`src/rtl/core/jseu_pkg.sv`:
```
// Shared types, character codes and helpers for the JSON string escaper.
package jseu_pkg;

  // Encoding modes held in the configuration register.
  localparam logic [1:0] MODE_UTF8   = 2'd0;
  localparam logic [1:0] MODE_LATIN1 = 2'd1;
  localparam logic [1:0] MODE_MIXED  = 2'd2;
  // The spare code decodes like Latin-1.
  localparam logic [1:0] MODE_SPARE  = 2'd3;

  // Register indexes on the configuration port.
  localparam logic REG_ENCODING_MODE = 1'b0;

  // Kinds of multi-byte sequence being decoded.
  localparam logic [1:0] SEQ_NONE  = 2'd0;
  localparam logic [1:0] SEQ_TWO   = 2'd1;
  localparam logic [1:0] SEQ_THREE = 2'd2;
  localparam logic [1:0] SEQ_FOUR  = 2'd3;

  // Lead byte masks and patterns.
  localparam logic [7:0] LEAD2_MASK = 8'hE0;
  localparam logic [7:0] LEAD2_PAT  = 8'hC0;
  localparam logic [7:0] LEAD3_MASK = 8'hF0;
  localparam logic [7:0] LEAD3_PAT  = 8'hE0;
  localparam logic [7:0] LEAD4_MASK = 8'hF8;
  localparam logic [7:0] LEAD4_PAT  = 8'hF0;

  // Byte values with special treatment.
  localparam logic [7:0] BYTE_CTRL_MAX = 8'h1F;
  localparam logic [7:0] BYTE_QUOTE    = 8'h22;
  localparam logic [7:0] BYTE_BSLASH   = 8'h5C;

  // Output characters.
  localparam logic [6:0] CH_BSLASH  = 7'h5C;
  localparam logic [6:0] CH_LOWER_U = 7'h75;
  localparam logic [6:0] CH_ZERO    = 7'h30;
  localparam logic [6:0] CH_LOWER_A = 7'h61;

  localparam int CODE_W = 21;

  // Work handed from the front end to the output sequencer.
  typedef enum logic [1:0] {
    JOB_CHAR = 2'd0,  // one character as is
    JOB_PAIR = 2'd1,  // backslash then the character
    JOB_ESC  = 2'd2   // backslash, u, four to six hex digits
  } job_kind_t;

  typedef struct packed {
    job_kind_t           kind;
    logic [CODE_W-1:0]   code;
  } job_t;

  // Lowercase hex digit for one nibble.
  function automatic logic [6:0] hex_char(input logic [3:0] nib);
    logic [6:0] r;
    if (nib < 4'd10) begin
      r = CH_ZERO + {3'b000, nib};
    end else begin
      r = CH_LOWER_A + {3'b000, nib} - 7'd10;
    end
    return r;
  endfunction

endpackage

```
`src/rtl/core/jseu_if.sv`:
```
// Valid/ready channel interfaces for the byte input and the character output.
interface jseu_in_if;
  logic       valid;
  logic       ready;
  logic [7:0] in_byte;
  logic       last_byte;

  modport source (output valid, output in_byte, output last_byte, input ready);
  modport sink   (input valid, input in_byte, input last_byte, output ready);
endinterface

interface jseu_out_if;
  logic       valid;
  logic       ready;
  logic [6:0] out_char;
  logic       run_last;

  modport source (output valid, output out_char, output run_last, input ready);
  modport sink   (input valid, input out_char, input run_last, output ready);
endinterface

```
`src/rtl/core/jseu_front.sv`:
```
// Front end: accepts input bytes, tracks UTF-8 decoding and issues escape jobs.
module jseu_front
  import jseu_pkg::*;
(
  input  logic        clk,
  input  logic        rst_n,
  jseu_in_if.sink     in_ch,
  input  logic [1:0]  mode,
  input  logic        q_full,
  output logic        q_push,
  output job_t        q_job
);

  logic [1:0]        pend_cnt_r, pend_cnt_nxt;
  logic [1:0]        pend_kind_r, pend_kind_nxt;
  logic [CODE_W-1:0] acc_r, acc_nxt;
  logic [CODE_W-1:0] acc_shift;
  logic              has_job;
  logic              accept;
  logic              utf8, mixed;
  logic [7:0]        b;
  logic              last;

  assign in_ch.ready = !q_full;
  assign accept      = in_ch.valid && in_ch.ready;
  assign b           = in_ch.in_byte;
  assign last        = in_ch.last_byte;
  assign utf8        = (mode == MODE_UTF8);
  assign mixed       = (mode == MODE_MIXED);
  assign acc_shift   = {acc_r[CODE_W-7:0], b[5:0]};

  // Classify the byte against the decoder state.
  always_comb begin
    has_job       = 1'b0;
    q_job.kind    = JOB_CHAR;
    q_job.code    = '0;
    pend_cnt_nxt  = pend_cnt_r;
    pend_kind_nxt = pend_kind_r;
    acc_nxt       = acc_r;

    if (pend_cnt_r != 2'd0) begin
      acc_nxt      = acc_shift;
      pend_cnt_nxt = pend_cnt_r - 2'd1;
      if (pend_cnt_r == 2'd1) begin
        has_job       = 1'b1;
        q_job.kind    = JOB_ESC;
        q_job.code    = acc_shift;
        pend_kind_nxt = SEQ_NONE;
        acc_nxt       = '0;
      end
    end else if (b <= BYTE_CTRL_MAX) begin
      has_job    = 1'b1;
      q_job.kind = JOB_ESC;
      q_job.code = {13'd0, b};
    end else if (b == BYTE_QUOTE || b == BYTE_BSLASH) begin
      has_job    = 1'b1;
      q_job.kind = JOB_PAIR;
      q_job.code = {14'd0, b[6:0]};
    end else if (!b[7]) begin
      has_job    = 1'b1;
      q_job.kind = JOB_CHAR;
      q_job.code = {14'd0, b[6:0]};
    end else if ((utf8 || mixed) && (b & LEAD2_MASK) == LEAD2_PAT) begin
      if (last) begin
        // Missing continuation byte reads as zero.
        has_job    = 1'b1;
        q_job.kind = JOB_ESC;
        q_job.code = {10'd0, b[4:0], 6'd0};
      end else begin
        acc_nxt       = {16'd0, b[4:0]};
        pend_cnt_nxt  = 2'd1;
        pend_kind_nxt = SEQ_TWO;
      end
    end else if (utf8) begin
      if ((b & LEAD3_MASK) == LEAD3_PAT) begin
        acc_nxt       = {17'd0, b[3:0]};
        pend_cnt_nxt  = 2'd2;
        pend_kind_nxt = SEQ_THREE;
      end else if ((b & LEAD4_MASK) == LEAD4_PAT) begin
        acc_nxt       = {18'd0, b[2:0]};
        pend_cnt_nxt  = 2'd3;
        pend_kind_nxt = SEQ_FOUR;
      end
      // An invalid lead byte leaves no trace.
    end else begin
      has_job    = 1'b1;
      q_job.kind = JOB_ESC;
      q_job.code = {13'd0, b};
    end

    // The end of the string drops any unfinished sequence.
    if (last) begin
      pend_cnt_nxt  = 2'd0;
      pend_kind_nxt = SEQ_NONE;
      acc_nxt       = '0;
    end
  end

  assign q_push = accept && has_job;

  // Decoder state advances on every accepted beat.
  always_ff @(posedge clk) begin
    if (!rst_n) begin
      pend_cnt_r  <= 2'd0;
      pend_kind_r <= SEQ_NONE;
      acc_r       <= '0;
    end else if (accept) begin
      pend_cnt_r  <= pend_cnt_nxt;
      pend_kind_r <= pend_kind_nxt;
      acc_r       <= acc_nxt;
    end
  end

  // A sequence in flight always has a kind, and never more bytes than it needs.
  a_pend_kind: assert property (@(posedge clk) disable iff (!rst_n)
    pend_cnt_r != 2'd0 |-> pend_kind_r != SEQ_NONE && pend_cnt_r <= pend_kind_r)
    else $error("pending count without a matching sequence kind");

  // A final byte leaves the decoder idle.
  a_last_clears: assert property (@(posedge clk) disable iff (!rst_n)
    accept && last |=> pend_cnt_r == 2'd0 && acc_r == '0)
    else $error("decoder state survives the end of a string");

endmodule

```
`src/rtl/core/jseu_fifo.sv`:
```
// Short job queue between the front end and the output sequencer.
module jseu_fifo
  import jseu_pkg::*;
#(
  parameter int DEPTH = 4
) (
  input  logic clk,
  input  logic rst_n,
  input  logic push,
  input  job_t push_job,
  output logic full,
  input  logic pop,
  output logic head_valid,
  output job_t head
);

  localparam int PW = (DEPTH > 1) ? $clog2(DEPTH) : 1;
  localparam int CW = $clog2(DEPTH + 1);
  localparam logic [PW-1:0] PTR_LAST = PW'(DEPTH - 1);
  localparam logic [CW-1:0] CNT_FULL = CW'(DEPTH);

  job_t          mem_r [DEPTH];
  logic [PW-1:0] wr_ptr_r, wr_ptr_nxt;
  logic [PW-1:0] rd_ptr_r, rd_ptr_nxt;
  logic [CW-1:0] count_r, count_nxt;

  assign full       = (count_r == CNT_FULL);
  assign head_valid = (count_r != '0);
  assign head       = mem_r[rd_ptr_r];

  // Pointer and occupancy bookkeeping.
  always_comb begin
    wr_ptr_nxt = wr_ptr_r;
    rd_ptr_nxt = rd_ptr_r;
    count_nxt  = count_r;
    if (push) begin
      wr_ptr_nxt = (wr_ptr_r == PTR_LAST) ? '0 : wr_ptr_r + 1'b1;
    end
    if (pop) begin
      rd_ptr_nxt = (rd_ptr_r == PTR_LAST) ? '0 : rd_ptr_r + 1'b1;
    end
    if (push && !pop) begin
      count_nxt = count_r + 1'b1;
    end else if (pop && !push) begin
      count_nxt = count_r - 1'b1;
    end
  end

  always_ff @(posedge clk) begin
    if (!rst_n) begin
      wr_ptr_r <= '0;
      rd_ptr_r <= '0;
      count_r  <= '0;
    end else begin
      wr_ptr_r <= wr_ptr_nxt;
      rd_ptr_r <= rd_ptr_nxt;
      count_r  <= count_nxt;
    end
  end

  // Entry storage.
  always_ff @(posedge clk) begin
    if (push) begin
      mem_r[wr_ptr_r] <= push_job;
    end
  end

  // The front end never writes into a full queue.
  a_no_overflow: assert property (@(posedge clk) disable iff (!rst_n)
    push |-> count_r != CNT_FULL)
    else $error("job pushed into a full queue");

endmodule

```
`src/rtl/core/jseu_back.sv`:
```
// Output sequencer: expands queued jobs into characters, one output beat a cycle while the output is taken.
module jseu_back
  import jseu_pkg::*;
(
  input  logic        clk,
  input  logic        rst_n,
  input  logic        head_valid,
  input  job_t        head,
  output logic        pop,
  jseu_out_if.source  out_ch
);

  logic [2:0] step_r, step_nxt;
  logic       out_valid_r;
  logic [6:0] out_char_r;
  logic       out_last_r;
  logic [2:0] digits;
  logic [2:0] last_step;
  logic [2:0] nib_idx;
  logic [3:0] nib;
  logic [6:0] ch;
  logic       adv;

  assign out_ch.valid    = out_valid_r;
  assign out_ch.out_char = out_char_r;
  assign out_ch.run_last = out_last_r;

  // Hex digit count follows the size of the code point.
  always_comb begin
    if (head.code > 21'hFFFFF) begin
      digits = 3'd6;
    end else if (head.code > 21'h0FFFF) begin
      digits = 3'd5;
    end else begin
      digits = 3'd4;
    end
  end

  // Nibble shown at the current step, most significant first.
  assign nib_idx = digits + 3'd1 - step_r;

  always_comb begin
    case (nib_idx)
      3'd0:    nib = head.code[3:0];
      3'd1:    nib = head.code[7:4];
      3'd2:    nib = head.code[11:8];
      3'd3:    nib = head.code[15:12];
      3'd4:    nib = head.code[19:16];
      3'd5:    nib = {3'b000, head.code[20]};
      default: nib = 4'd0;
    endcase
  end

  // Character and run length for the job at the head of the queue.
  always_comb begin
    unique case (head.kind)
      JOB_CHAR: begin
        last_step = 3'd0;
        ch        = head.code[6:0];
      end
      JOB_PAIR: begin
        last_step = 3'd1;
        ch        = (step_r == 3'd0) ? CH_BSLASH : head.code[6:0];
      end
      JOB_ESC: begin
        last_step = digits + 3'd1;
        if (step_r == 3'd0) begin
          ch = CH_BSLASH;
        end else if (step_r == 3'd1) begin
          ch = CH_LOWER_U;
        end else begin
          ch = hex_char(nib);
        end
      end
      default: begin
        last_step = 3'd0;
        ch        = head.code[6:0];
      end
    endcase
  end

  // The output register moves whenever it is empty or being taken.
  assign adv = !out_valid_r || out_ch.ready;
  assign pop = adv && head_valid && (step_r == last_step);

  always_comb begin
    step_nxt = step_r;
    if (adv && head_valid) begin
      step_nxt = pop ? 3'd0 : step_r + 3'd1;
    end
  end

  always_ff @(posedge clk) begin
    if (!rst_n) begin
      step_r      <= 3'd0;
      out_valid_r <= 1'b0;
    end else begin
      step_r <= step_nxt;
      if (adv) begin
        out_valid_r <= head_valid;
      end
    end
  end

  // Output payload.
  always_ff @(posedge clk) begin
    if (adv && head_valid) begin
      out_char_r <= ch;
      out_last_r <= (step_r == last_step);
    end
  end

  // A run in progress always belongs to a queued job.
  a_step_has_job: assert property (@(posedge clk) disable iff (!rst_n)
    step_r != 3'd0 |-> head_valid)
    else $error("sequencer mid-run with an empty queue");

  // A single-character job never advances past its first step.
  a_char_one_step: assert property (@(posedge clk) disable iff (!rst_n)
    head_valid && head.kind == JOB_CHAR |-> step_r == 3'd0)
    else $error("plain character job ran longer than one beat");

endmodule

```
`src/rtl/core/json_string_escape_utf8_unit.sv`:
```
// Path: an accepted input beat is registered into the job queue, then into the output register.
// Throughput: one byte per cycle while each byte yields at most one character and the output
// is taken; the sequencer emits one character per cycle: 2 characters for a quoted byte, 6 to 8 for an escape.
// Longer runs fill the QUEUE_DEPTH-entry job queue and then hold off input via ready.
// Reset (rst_n low, synchronous) clears decoder state, queue, output valid and sets UTF-8.
module json_string_escape_utf8_unit
  import jseu_pkg::*;
#(
  parameter int QUEUE_DEPTH = 4
) (
  input  logic        clk,
  input  logic        rst_n,
  jseu_in_if.sink     in_ch,
  jseu_out_if.source  out_ch,
  input  logic        psel,
  input  logic        penable,
  input  logic        pwrite,
  input  logic [2:0]  paddr,
  input  logic [31:0] pwdata,
  output logic [31:0] prdata,
  output logic        pready
);

  logic [1:0] mode_r;
  logic       cfg_wr;
  logic       q_push;
  job_t       q_job;
  logic       q_full;
  logic       q_pop;
  logic       q_valid;
  job_t       q_head;

  // Configuration register: encoding mode.
  assign pready = 1'b1;
  assign cfg_wr = psel && penable && pwrite && pready;

  always_ff @(posedge clk) begin
    if (!rst_n) begin
      mode_r <= MODE_UTF8;
    end else if (cfg_wr && paddr[2] == REG_ENCODING_MODE) begin
      mode_r <= pwdata[1:0];
    end
  end

  assign prdata = (paddr[2] == REG_ENCODING_MODE) ? {30'd0, mode_r} : 32'd0;

  jseu_front u_front (
    .clk    (clk),
    .rst_n  (rst_n),
    .in_ch  (in_ch),
    .mode   (mode_r),
    .q_full (q_full),
    .q_push (q_push),
    .q_job  (q_job)
  );

  jseu_fifo #(
    .DEPTH (QUEUE_DEPTH)
  ) u_fifo (
    .clk        (clk),
    .rst_n      (rst_n),
    .push       (q_push),
    .push_job   (q_job),
    .full       (q_full),
    .pop        (q_pop),
    .head_valid (q_valid),
    .head       (q_head)
  );

  jseu_back u_back (
    .clk        (clk),
    .rst_n      (rst_n),
    .head_valid (q_valid),
    .head       (q_head),
    .pop        (q_pop),
    .out_ch     (out_ch)
  );

endmodule
```
`src/flat_wrapper.sv`:
```
// flat-port wrapper written by rule: the top's interface ports become plain ports
module json_string_escape_utf8_unit_flat import jseu_pkg::*;
#(
  parameter int QUEUE_DEPTH = 4
)
  (clk, rst_n, psel, penable, pwrite, paddr, pwdata, prdata, pready, in_ch_valid, in_ch_in_byte, in_ch_last_byte, in_ch_ready, out_ch_valid, out_ch_out_char, out_ch_run_last, out_ch_ready);
  jseu_in_if in_ch_i ();
  jseu_out_if out_ch_i ();
  input  logic clk;
  input  logic rst_n;
  input  logic psel;
  input  logic penable;
  input  logic pwrite;
  input  logic [2:0] paddr;
  input  logic [31:0] pwdata;
  output logic [31:0] prdata;
  output logic pready;
  input wire logic [$bits(in_ch_i.valid)-1:0] in_ch_valid;
  input wire logic [$bits(in_ch_i.in_byte)-1:0] in_ch_in_byte;
  input wire logic [$bits(in_ch_i.last_byte)-1:0] in_ch_last_byte;
  output wire logic [$bits(in_ch_i.ready)-1:0] in_ch_ready;
  output wire logic [$bits(out_ch_i.valid)-1:0] out_ch_valid;
  output wire logic [$bits(out_ch_i.out_char)-1:0] out_ch_out_char;
  output wire logic [$bits(out_ch_i.run_last)-1:0] out_ch_run_last;
  input wire logic [$bits(out_ch_i.ready)-1:0] out_ch_ready;
  assign in_ch_i.valid = in_ch_valid;
  assign in_ch_i.in_byte = in_ch_in_byte;
  assign in_ch_i.last_byte = in_ch_last_byte;
  assign in_ch_ready = in_ch_i.ready;
  assign out_ch_valid = out_ch_i.valid;
  assign out_ch_out_char = out_ch_i.out_char;
  assign out_ch_run_last = out_ch_i.run_last;
  assign out_ch_i.ready = out_ch_ready;
  json_string_escape_utf8_unit #(.QUEUE_DEPTH(QUEUE_DEPTH)) u_core (.clk(clk), .rst_n(rst_n), .in_ch(in_ch_i), .out_ch(out_ch_i), .psel(psel), .penable(penable), .pwrite(pwrite), .paddr(paddr), .pwdata(pwdata), .prdata(prdata), .pready(pready));
endmodule
```
`config.mk`:
```
export PLATFORM = sky130hd
export DESIGN_NAME = json_string_escape_utf8_unit_flat
export DESIGN_NICKNAME = d
export VERILOG_FILES = /design/src/rtl/core/jseu_pkg.sv /design/src/rtl/core/jseu_if.sv /design/src/rtl/core/jseu_front.sv /design/src/rtl/core/jseu_fifo.sv /design/src/rtl/core/jseu_back.sv /design/src/rtl/core/json_string_escape_utf8_unit.sv /design/src/flat_wrapper.sv
export SDC_FILE = /design/constraint.sdc
export NUM_CORES = 1
export LEC_CHECK = 0
export BUFFER_PORTS_ARGS = -buffer_cell sky130_fd_sc_hd__buf_2
export CAP_MARGIN = 20
export CORE_MARGIN = 3
export CORE_UTILIZATION = 36
export DETAILED_ROUTE_END_ITERATION = 10
export GPL_ROUTABILITY_DRIVEN = 0
export GPL_TIMING_DRIVEN = 0
export PLACE_DENSITY = 0.56
export SYNTH_ARGS = -nofsm -noshare
export SYNTH_HDL_FRONTEND = slang
export SYNTH_SLANG_ARGS = --single-unit
export TNS_END_PERCENT = 1
```
`constraint.sdc`:
```
create_clock -name clk -period 12.4 [get_ports clk]
set_clock_uncertainty 0.2 [all_clocks]
set_input_delay 2.48 -clock clk [delete_from_list [all_inputs] [get_ports clk]]
set_output_delay 2.48 -clock clk [all_outputs]
set_load 0.1 [all_outputs]
```
After elaboration in Yosys (flattened, before gate mapping)
Memories as Yosys holds them, arrays and structs flattened. A register that Yosys moved wholly into a read port is not among the register bits.
Cells that the tools add are included.
W data, S select, Z words.

word-level totals
  bits in registers = 38
  memory bits (writable) = 92
  bits of input ports = 51
  memories = 1

operators by class
  add/sub/neg operators = 11
  magnitude comparators = 4
  equality and inequality tests = 21
  multiplexer cells = 54
  bitwise gates (word level) = 1
  reduce and logical (&&, ||, !) cells = 27

memories
  memory               words  width  rd ports  clocked after memory_dff  write ports  RTL line         RTL
  u_core.u_fifo.mem_r  4      23     1         1                         1            jseu_fifo.sv:22  job_t mem_r [DEPTH];

operators by type and width
  operator                count
  $mux W23                8
  $mux W15                10
  $mux W2                 15
  $mux W7                 4
  $pmux W4 S6             1
  $gt A21 B16 Y1 const B  1
  $gt A21 B20 Y1 const B  1
  $pmux W7 S2             1
  $eq A3 B3 Y1 const B    4
  $mux W1                 11
  $logic_and A1 B1 Y1     10
  $add A3 B1 Y3 const B   3
  $mux W3                 3
  $eq A2 B2 Y1 const B    4
  $eq A8 B6 Y1 const B    1
  $eq A8 B7 Y1 const B    1
  $le A8 B5 Y1 const B    1
  $add A6 B4 Y7 const A   1
  $add A6 B5 Y7 const A   1
  $sub A7 B4 Y7 const B   1
  $eq A3 B1 Y1 const B    2
  $eq A3 B2 Y1 const B    2
  $logic_not A3 Y1        2
  $ne A3 B3 Y1 const B    2
  other kinds (19)        28

Longest topological paths before layout
Gate-level depths: netlist (run 1).

  word-level depth = 13
  mapped depth = 18
  depth with buffers taken out = 14

By module
From an unflattened synthesis (run 1), not the netlist that was laid out.

second synthesis, totals
  cell total of the unflattened synthesis = 476
  area, all modules = 6447.4 µm²

by module, submodules not included
  module                        times used  cells each  area each (µm²)
  jseu_fifo                     1           164         3812.4
  jseu_front                    1           146         1187.4
  jseu_back                     1           122         1101.1
  json_string_escape_utf8_unit  1           44          346.6

Worst setup path after synthesis (run 1)
No wires, ideal clock.

  kind = input -> output
  start = input paddr[2]
  end = output prdata[0]
  data arrival time = 3815 ps
  data required time = 9720 ps
  slack = 5905 ps
  stages = 1
  path buffers = 0
  cell sequence = nor2b_1

between the ends
  word-level cells in the longest chain between the ends = 1

RTL lines
  what                RTL line                            RTL
  start: declaration  flat_wrapper.sv:14                  input logic [2:0] paddr;
  $mux W2             json_string_escape_utf8_unit.sv:45  assign prdata = (paddr[2] == REG_ENCODING_MODE) ? {30'd0, mode_r} : 32'd0;
  end: declaration    flat_wrapper.sv:16                  output logic [31:0] prdata;

No other way between the ends.

Final worst setup path (run 1)
  start = input paddr[2]
  end = output prdata[1]

The elaborated chain is that of the path after synthesis.

==> results.sh, run 1 <==
export IMPL_seqCellArea_um2=3640
export IMPL_boundaryPins=94
export IMPL_fin_crit_sh_pct=46.7
export IMPL_cpMostUsedCell="buf_2"
export IMPL_n_fill_cell=1543
export IMPL_root_buffer="clkbuf_16"
export IMPL_cpPeakStageDelay_ns=0.43
export IMPL_crit_type="in2out"
export IMPL_hold_ws_ns=0.263
export IMPL_ir_drop_mv=0.151
export IMPL_holdPathStages=2
export IMPL_cp_slowest_cell="buf_2"
export IMPL_path_clk_slew_ns=0.05
export IMPL_ant_nets=0
export IMPL_start_kind="input pin"
export IMPL_ys_seq_area_share_pct=57.3
export IMPL_fmaxAchievable_ghz=0.173
export IMPL_dp_hpwl_um=9920
export IMPL_core_um2=16900
export IMPL_slew_headroom_pct=36.9
export IMPL_wirelength_um=13800
export IMPL_rows=47
export IMPL_syn_instance_count=499
export IMPL_setup_ws_ns=6.61
export IMPL_cts_max_path_buffers=2
export IMPL_diodes=0
export IMPL_cts_setup_buffers=0
export IMPL_syn_area_per_cell_um2=12.7
export IMPL_numCtsBuffers=17
export IMPL_report_final_hold_viol_count=0
export IMPL_crit_fanout=3
export IMPL_synthFlopType="edfxtp_1"
export IMPL_hp_start="u_core.u_front.acc_r[11]"
export IMPL_drcViolationCount=0
export IMPL_critical_path_cell_chain="buf_2, nor2b_1, buf_2"
export IMPL_cts_hold_buffers_added=0
export IMPL_cts_resized=0
export IMPL_final_nets=645
export IMPL_final_util_pct=44.8
export IMPL_die_area_um2=19300
export IMPL_first_pass_iters=5
export IMPL_yosys_register_bits=132
export IMPL_drt_initial_drc_count=312
export IMPL_routedWlPerCell_um=16.9
export IMPL_drive_above_1_share_pct=19.1
export IMPL_cts_tree="built"
export IMPL_place_ws_ns=6.61
export IMPL_hp_class="reg2reg"
export IMPL_status="finished, final reports clean"
export IMPL_cp_required_ns=9.72
export IMPL_gr_total_overflow=0
export IMPL_areaGrowthSynthToFinish_pct=19.3
export IMPL_maxSlewViolCount=0
export IMPL_setup_tns_ns=0
export IMPL_worstPathArrival_ns=3.11
export IMPL_synth_cell_types=58
export IMPL_grt_pass1_vias=4095
export IMPL_r2r_cells=17
export IMPL_die_w_um=139
export IMPL_async_flop_share_pct=0
export IMPL_initial_utilization_pct=37.5
export IMPL_fin_total_pwr_uw=1640
export IMPL_portBuffers=29
export IMPL_ff2ff_setup_slack_ns=7.72
export IMPL_clock_sinks=132
export IMPL_worst_pin_slew_ns=0.940
export IMPL_yosysWarnings=0
export IMPL_maxCapViolations=0
export IMPL_hold_path_end="u_core.u_front.acc_r[11]"
export IMPL_track_usage_pct=14.8
export IMPL_antenna_found_initial=0
export IMPL_setup_viol=0
export IMPL_r2r_end="u_core.u_fifo.count_r[2]"
export IMPL_grt_max_degree=18
export IMPL_h_tree_depth=4
export IMPL_synth_edf_count=100
export IMPL_min_period_ns=5.79
export IMPL_grt_pass1_wl_um=22300
export IMPL_p_leak_uw=0.00282
export IMPL_clock_latency_ns=0.41
export IMPL_multi_input_area_um2=2420
export IMPL_syn_area_um2=6360
export IMPL_power_density_nw_per_um2=217
export IMPL_rsz0062_at_grt="no"
export IMPL_dr_total_vias=4153
export IMPL_avgViaCountPerCell=5.11
export IMPL_die_height_um=139
export IMPL_end_kind="output port"
## Yosys cell counts (all sizes together) (12+ instances only)
master | number | area (µm²)
a21boi | 20 | 150
a21oi | 17 | 85.1
and2 | 21 | 131
buf | 39 | 288
clkbuf | 14 | 52.6
dfxtp | 32 | 641
edfxtp | 100 | 3000
ha | 12 | 150
inv | 17 | 63.8
mux2i | 14 | 140
mux4 | 22 | 541
nand2 | 36 | 138
nand3 | 22 | 110
nor2 | 26 | 97.6
nor2b | 20 | 125
o21ai | 16 | 80.1
## placed cells by master (no fill, tap or decap), drive strengths merged, types with 4 or more instances in the layout
cell type | netlist | routed
buf | 39 | 72
inv | 17 | 20
clkinv | 0 | 6
bufinv | 0 | 4
o21ai | 16 | 16
dfxtp | 32 | 32
a32oi | 4 | 4
mux4 | 22 | 22
or3 | 4 | 4
nand2b | 4 | 4
a31oi | 4 | 4
ha | 12 | 12
a21boi | 20 | 20
nor2b | 20 | 20
and2 | 21 | 21
nand2 | 36 | 36
a21oi | 17 | 17
edfxtp | 100 | 100
nand3 | 22 | 22
nor3 | 8 | 8
conb | 2 | 31
mux2i | 14 | 14
clkbuf | 14 | 31
nor2 | 26 | 26
o211ai | 4 | 4
## critical path, delay by kind of cell
kind	cells	cell delay, ns
and+or+nand+nor	1	0.09
buffers and inverters	2	0.54
## worst max path at each step
| stage | slack (ns) | cells past startpoint | end | startpoint |
|---|---|---|---|---|
| after CTS | 6.61 | 3 | prdata[1] | paddr[2] |
| after detailed placement | 6.61 | 3 | prdata[0] | paddr[2] |
| after global placement | 6.61 | 3 | prdata[0] | paddr[2] |
| after global routing | 6.55 | 3 | prdata[1] | paddr[2] |
| final | 6.61 | 3 | prdata[1] | paddr[2] |
| after floorplan | 5.90 | 1 | prdata[0] | paddr[2] |
## cell type report
cell class | instances | share of cell area, %
timing repair buffer | 33 | 3.04
tap | 220 | 3.63
multi-input combinational | 326 | 31.9
sequential | 132 | 48.1
inverter | 17 | 0.842
buffer | 53 | 4.49
clock buffer | 17 | 5.61
clock inverter | 15 | 2.44
## report_power, final
part / internal [µW] / switching, µW / total, µW
Combinational: 172 / 403 / 576
Clock: 334 / 183 / 517
Sequential: 533 / 18.5 / 551
Total: 1040 / 605 / 1640
## per-stage QoR
stage,instances,area (µm²)
4_1_cts,813,7580
3_5_place_dp,781,6970
6_report,813,7580
2_1_floorplan,528,6470
3_3_place_gp,777,6890
5_1_grt,813,7580
## cell families (layout without fill, tap and decap cells)
kind of cell    Yosys count  in the layout  synth area share (%)
mux                      37             37                  10.9
flops                   132            132                  57.3
compound gates           87             87                  9.23
buf+inv                  70            135                  6.36
xor+xnor                  5              5                 0.689
fa+ha+maj                14             14                  2.99
simple gates            152            152                  12.4
other cells               2             31                 0.118
## sequential cells by signal, summed over array words and instances, names as in the netlist, 2 cells and up, named ones only
signal                         flops
u_core.u_fifo.mem_r               92
u_core.u_fifo.wr_ptr_r             2
u_core.u_back.out_ch.out_char      7
u_core.mode_r                      2
u_core.u_fifo.rd_ptr_r             2
u_core.u_front.pend_cnt_r          2
u_core.u_front.acc_r              15
u_core.u_back.step_r               3
u_core.u_fifo.count_r              3
## layer usage
| layer | wire length, µm | vias up | share of wire [%] | global-route usage [%] |
|---|---|---|---|---|
| li1 | - | 1975 | - | - |
| met2 | 6560 | 161 | 48 | 23.6 |
| met4 | 243 | 0 | 1.8 | 6.28 |
| met3 | 793 | 19 | 5.8 | 3.76 |
| met1 | 6180 | 1998 | 45 | 19.4 |
| met5 | 0 | - | 0 | 0 |
Power figures use the tool's default switching activity.
==> run 2: changes to the inputs <==
- ABC_AREA: not set -> 1
- PLACE_DENSITY: 0.56 -> 0.58
- clock period: 12.4 -> 5 ns (I/O delays scaled with it)
==> run 2 against run 1 <==
Sequential power grew to 2.6 times the previous value. Setup slack lost 5.4 ns. Global-route usage grew 0.25 points. Sequential cell count is the same. Clock power grew 120%. Synthesized cell count grew 33%. Register-to-register slack lost 6.5 ns. Critical path type is now reg2reg. Largest cell class unchanged.
==> results.sh, run 2 <==
export IMPL_status="finished, final reports clean"
export IMPL_hold_path_end="u_core.u_front.acc_r[14]"
export IMPL_yosys_top_cells_count="nand2_1 (122), edfxtp_1 (100), nor2_1 (76)"
export IMPL_worst_pin_slew_ns=0.868
export IMPL_cts_setup_buffers=0
export IMPL_die_w_um=140
export IMPL_path_clk_slew_ns=0.06
export IMPL_min_period_ns=3.82
export IMPL_grt_util_met2_pct=23.9
export IMPL_initial_utilization_pct=37.1
export IMPL_instances_no_fill=982
export IMPL_cp_required_ns=5.10
export IMPL_root_buffer="clkbuf_16"
export IMPL_ff2ff_setup_slack_ns=1.18
export IMPL_antenna_found_initial=0
export IMPL_syn_instance_count=664
export IMPL_yosysTopAreaCellShare_pct=46.5
export IMPL_numCtsBuffers=17
export IMPL_core_um2=17400
export IMPL_drive_above_1_share_pct=19.9
export IMPL_drcViolationCount=0
export IMPL_fmaxAchievable_ghz=0.261
export IMPL_mostFrequentLayoutCells="nand2_1 (122), edfxtp_1 (100), nor2_1 (72), inv_1 (68), a21oi_1 (38)"
export IMPL_yosysTopAreaCell="edfxtp_1"
export IMPL_use_met3_pct=4.06
export IMPL_synth_cell_types=48
export IMPL_cts_max_path_buffers=2
export IMPL_gr_max_usage_layer="met2"
export IMPL_grt_pass1_wl_um=22700
export IMPL_n_fill_cell=1675
export IMPL_end_kind="flip-flop"
export IMPL_fin_total_pwr_uw=4070
export IMPL_ys_top_cells_by_area="edfxtp_1 (46%), dfxtp_1 (9.9%), nand2_1 (7.1%), nor2_1 (4.4%), inv_1 (4.0%)"
export IMPL_async_flop_share_pct=0
export IMPL_h_tree_depth=4
export IMPL_track_usage_pct=15.1
export IMPL_grt_max_degree=24
export IMPL_rows=48
export IMPL_worstPathArrival_ns=3.93
export IMPL_clock_latency_ns=0.42
export IMPL_p_switching_uw=1630
export IMPL_holdPathStages=2
export IMPL_p_seq_share_pct=34.8
export IMPL_setup_viol=0
export IMPL_start_kind="flip-flop"
export IMPL_combPwrFrac_pct=37.5
export IMPL_r2r_end="u_core.u_fifo.count_r[2]"
export IMPL_cts_resized=0
export IMPL_boundaryPins=94
export IMPL_r2r_cells=21
export IMPL_grt_pass1_vias=4329
export IMPL_areaGrowthSynthToFinish_pct=18.1
export IMPL_dp_cells=949
export IMPL_synthFlopType="edfxtp_1"
export IMPL_maxSlewViolCount=0
export IMPL_yosys_register_bits=132
export IMPL_die_height_um=140
export IMPL_first_pass_iters=5
export IMPL_p_clk_share_pct=27.7
export IMPL_power_internal_uw=2440
export IMPL_swShare_pct=40.1
export IMPL_wirelength_um=14400
export IMPL_hp_class="reg2reg"
export IMPL_yosysWarnings=0
export IMPL_ys_seq_area_share_pct=56.4
export IMPL_setup_ws_ns=1.18
export IMPL_yosysMostFrequentCell="nand2_1"
export IMPL_grt_met1_usage_pct=20.2
export IMPL_syn_area_um2=6460
export IMPL_crit_type="reg2reg"
export IMPL_clock_sinks=132
export IMPL_setup_tns_ns=0
export IMPL_place_ws_ns=1.15
export IMPL_ir_drop_mv=0.486
export IMPL_final_nets=809
export IMPL_fin_area_um2=7630
export IMPL_ant_nets=0
export IMPL_portBuffers=29
export IMPL_dr_total_vias=4584
export IMPL_fin_crit_sh_pct=76.5
export IMPL_syn_area_per_cell_um2=9.73
export IMPL_hp_start="u_core.u_front.acc_r[14]"
export IMPL_slew_headroom_pct=42.0
export IMPL_routedWlPerCell_um=14.7
export IMPL_top_register="u_core.u_fifo.mem_r"
export IMPL_cts_hold_buffers_added=0
export IMPL_avgViaCountPerCell=4.67
export IMPL_rsz0062_at_grt="no"
export IMPL_gr_total_overflow=0
export IMPL_cts_tree="built"
export IMPL_largest_register_ffs=92
export IMPL_mostFrequentLayoutCell="nand2_1"
export IMPL_die_area_um2=19600
export IMPL_p_leak_uw=0.00316
export IMPL_drt_initial_drc_count=251
export IMPL_power_density_nw_per_um2=534
export IMPL_report_final_hold_viol_count=0
export IMPL_diodes=0
export IMPL_dp_hpwl_um=10300
export IMPL_synth_edf_count=100
export IMPL_maxCapViolations=0
export IMPL_place_area_um2=7070
export IMPL_crit_fanout=10
[run 2: cell types whose count changed after synthesis, moves of 11 or more]
cell and delta:
nand2_1 +87, inv_1 +51, nor2_1 +50, o21ai_0 +22, a21oi_1 +21, and2_1 -20
nor2b_1 -20, a21boi_0 -18, nand3_1 +15, mux2i_1 -14, mux4_1 -12, clkbuf_1 -11
[run 2: worst max path at each step]
stage,startpoint,cells after the start,slack (ns),to
CTS,flip-flop,21,1.12,u_core.u_fifo.count_r[2]
detailed placement,flip-flop,21,1.15,u_core.u_fifo.count_r[2]
global placement,in_ch_in_byte[5],8,0.49,u_core.u_fifo.mem_r[1][12]
floorplan,paddr[2],1,1.55,prdata[0]
finish,flip-flop,21,1.18,u_core.u_fifo.count_r[2]
global route,flip-flop,21,0.74,u_core.u_fifo.count_r[2]
[run 2: final cells by class]
type / instances / area [µm²] / area share (%)
Timing Repair Buffer: 32 / 211 / 2.77
Buffer: 50 / 389 / 5.10
Multi-Input combinational cell: 435 / 2270 / 29.7
Clock buffer: 25 / 495 / 6.50
Clock inverter: 7 / 50.0 / 0.656
Tap cell: 225 / 282 / 3.69
Inverter: 76 / 287 / 3.76
Sequential cell: 132 / 3640 / 47.8
[run 2: kinds of logic after synthesis]
group | synth area share, %
AND/OR/NAND/NOR | 18.3
buffers and inverters | 10.5
other | 0.116
AO/OA/AOI/OAI | 11.4
XOR/XNOR | 0.271
adder cells (fa/ha/maj) | 2.94
flip-flops | 56.4
[run 2: worst max-delay path: stages, from the launching register on]
cell and delay [ns]:
dfxtp_1 0.36, buf_6 0.16, buf_6 0.15, buf_6 0.15
nand2_1 0.06, a32oi_1 0.26, inv_1 0.07, ha_1 0.31
inv_1 0.11, nand2_1 0.11, inv_1 0.21, nand2_1 0.10
nand3_1 0.07, nand2_1 0.12, nand3_4 0.14, ha_1 0.17
inv_1 0.07, fa_1 0.43, a21oi_1 0.15, o21ai_0 0.11
o21ai_0 0.16, a21oi_1 0.05
[run 2: stage by stage]
step | hold slack, ns | utilization (%)
floorplan | 0.237 | -
global placement | 0.260 | 40.2
detailed placement | 0.261 | 40.6
CTS | 0.271 | 43.7
global route | 0.288 | 43.8
finish | 0.275 | 43.8
[run 2: routing by layer]
layer	wire (µm)	vias to the layer above
li1	-	2342
met1	6880	2087
met2	6550	140
met3	806	15
met4	181	0
met5	0	-
[run 2: power groups by stage]
stage | Combinational [µW] | Sequential, µW | Clock (µW)
2_1_floorplan | 925 | 1710 | 0
3_3_place_gp | 1500 | 1440 | 0
3_5_place_dp | 1520 | 1440 | 0
4_1_cts | 1520 | 1420 | 1150
5_1_grt | 1680 | 1430 | 1200
6_report | 1530 | 1420 | 1130
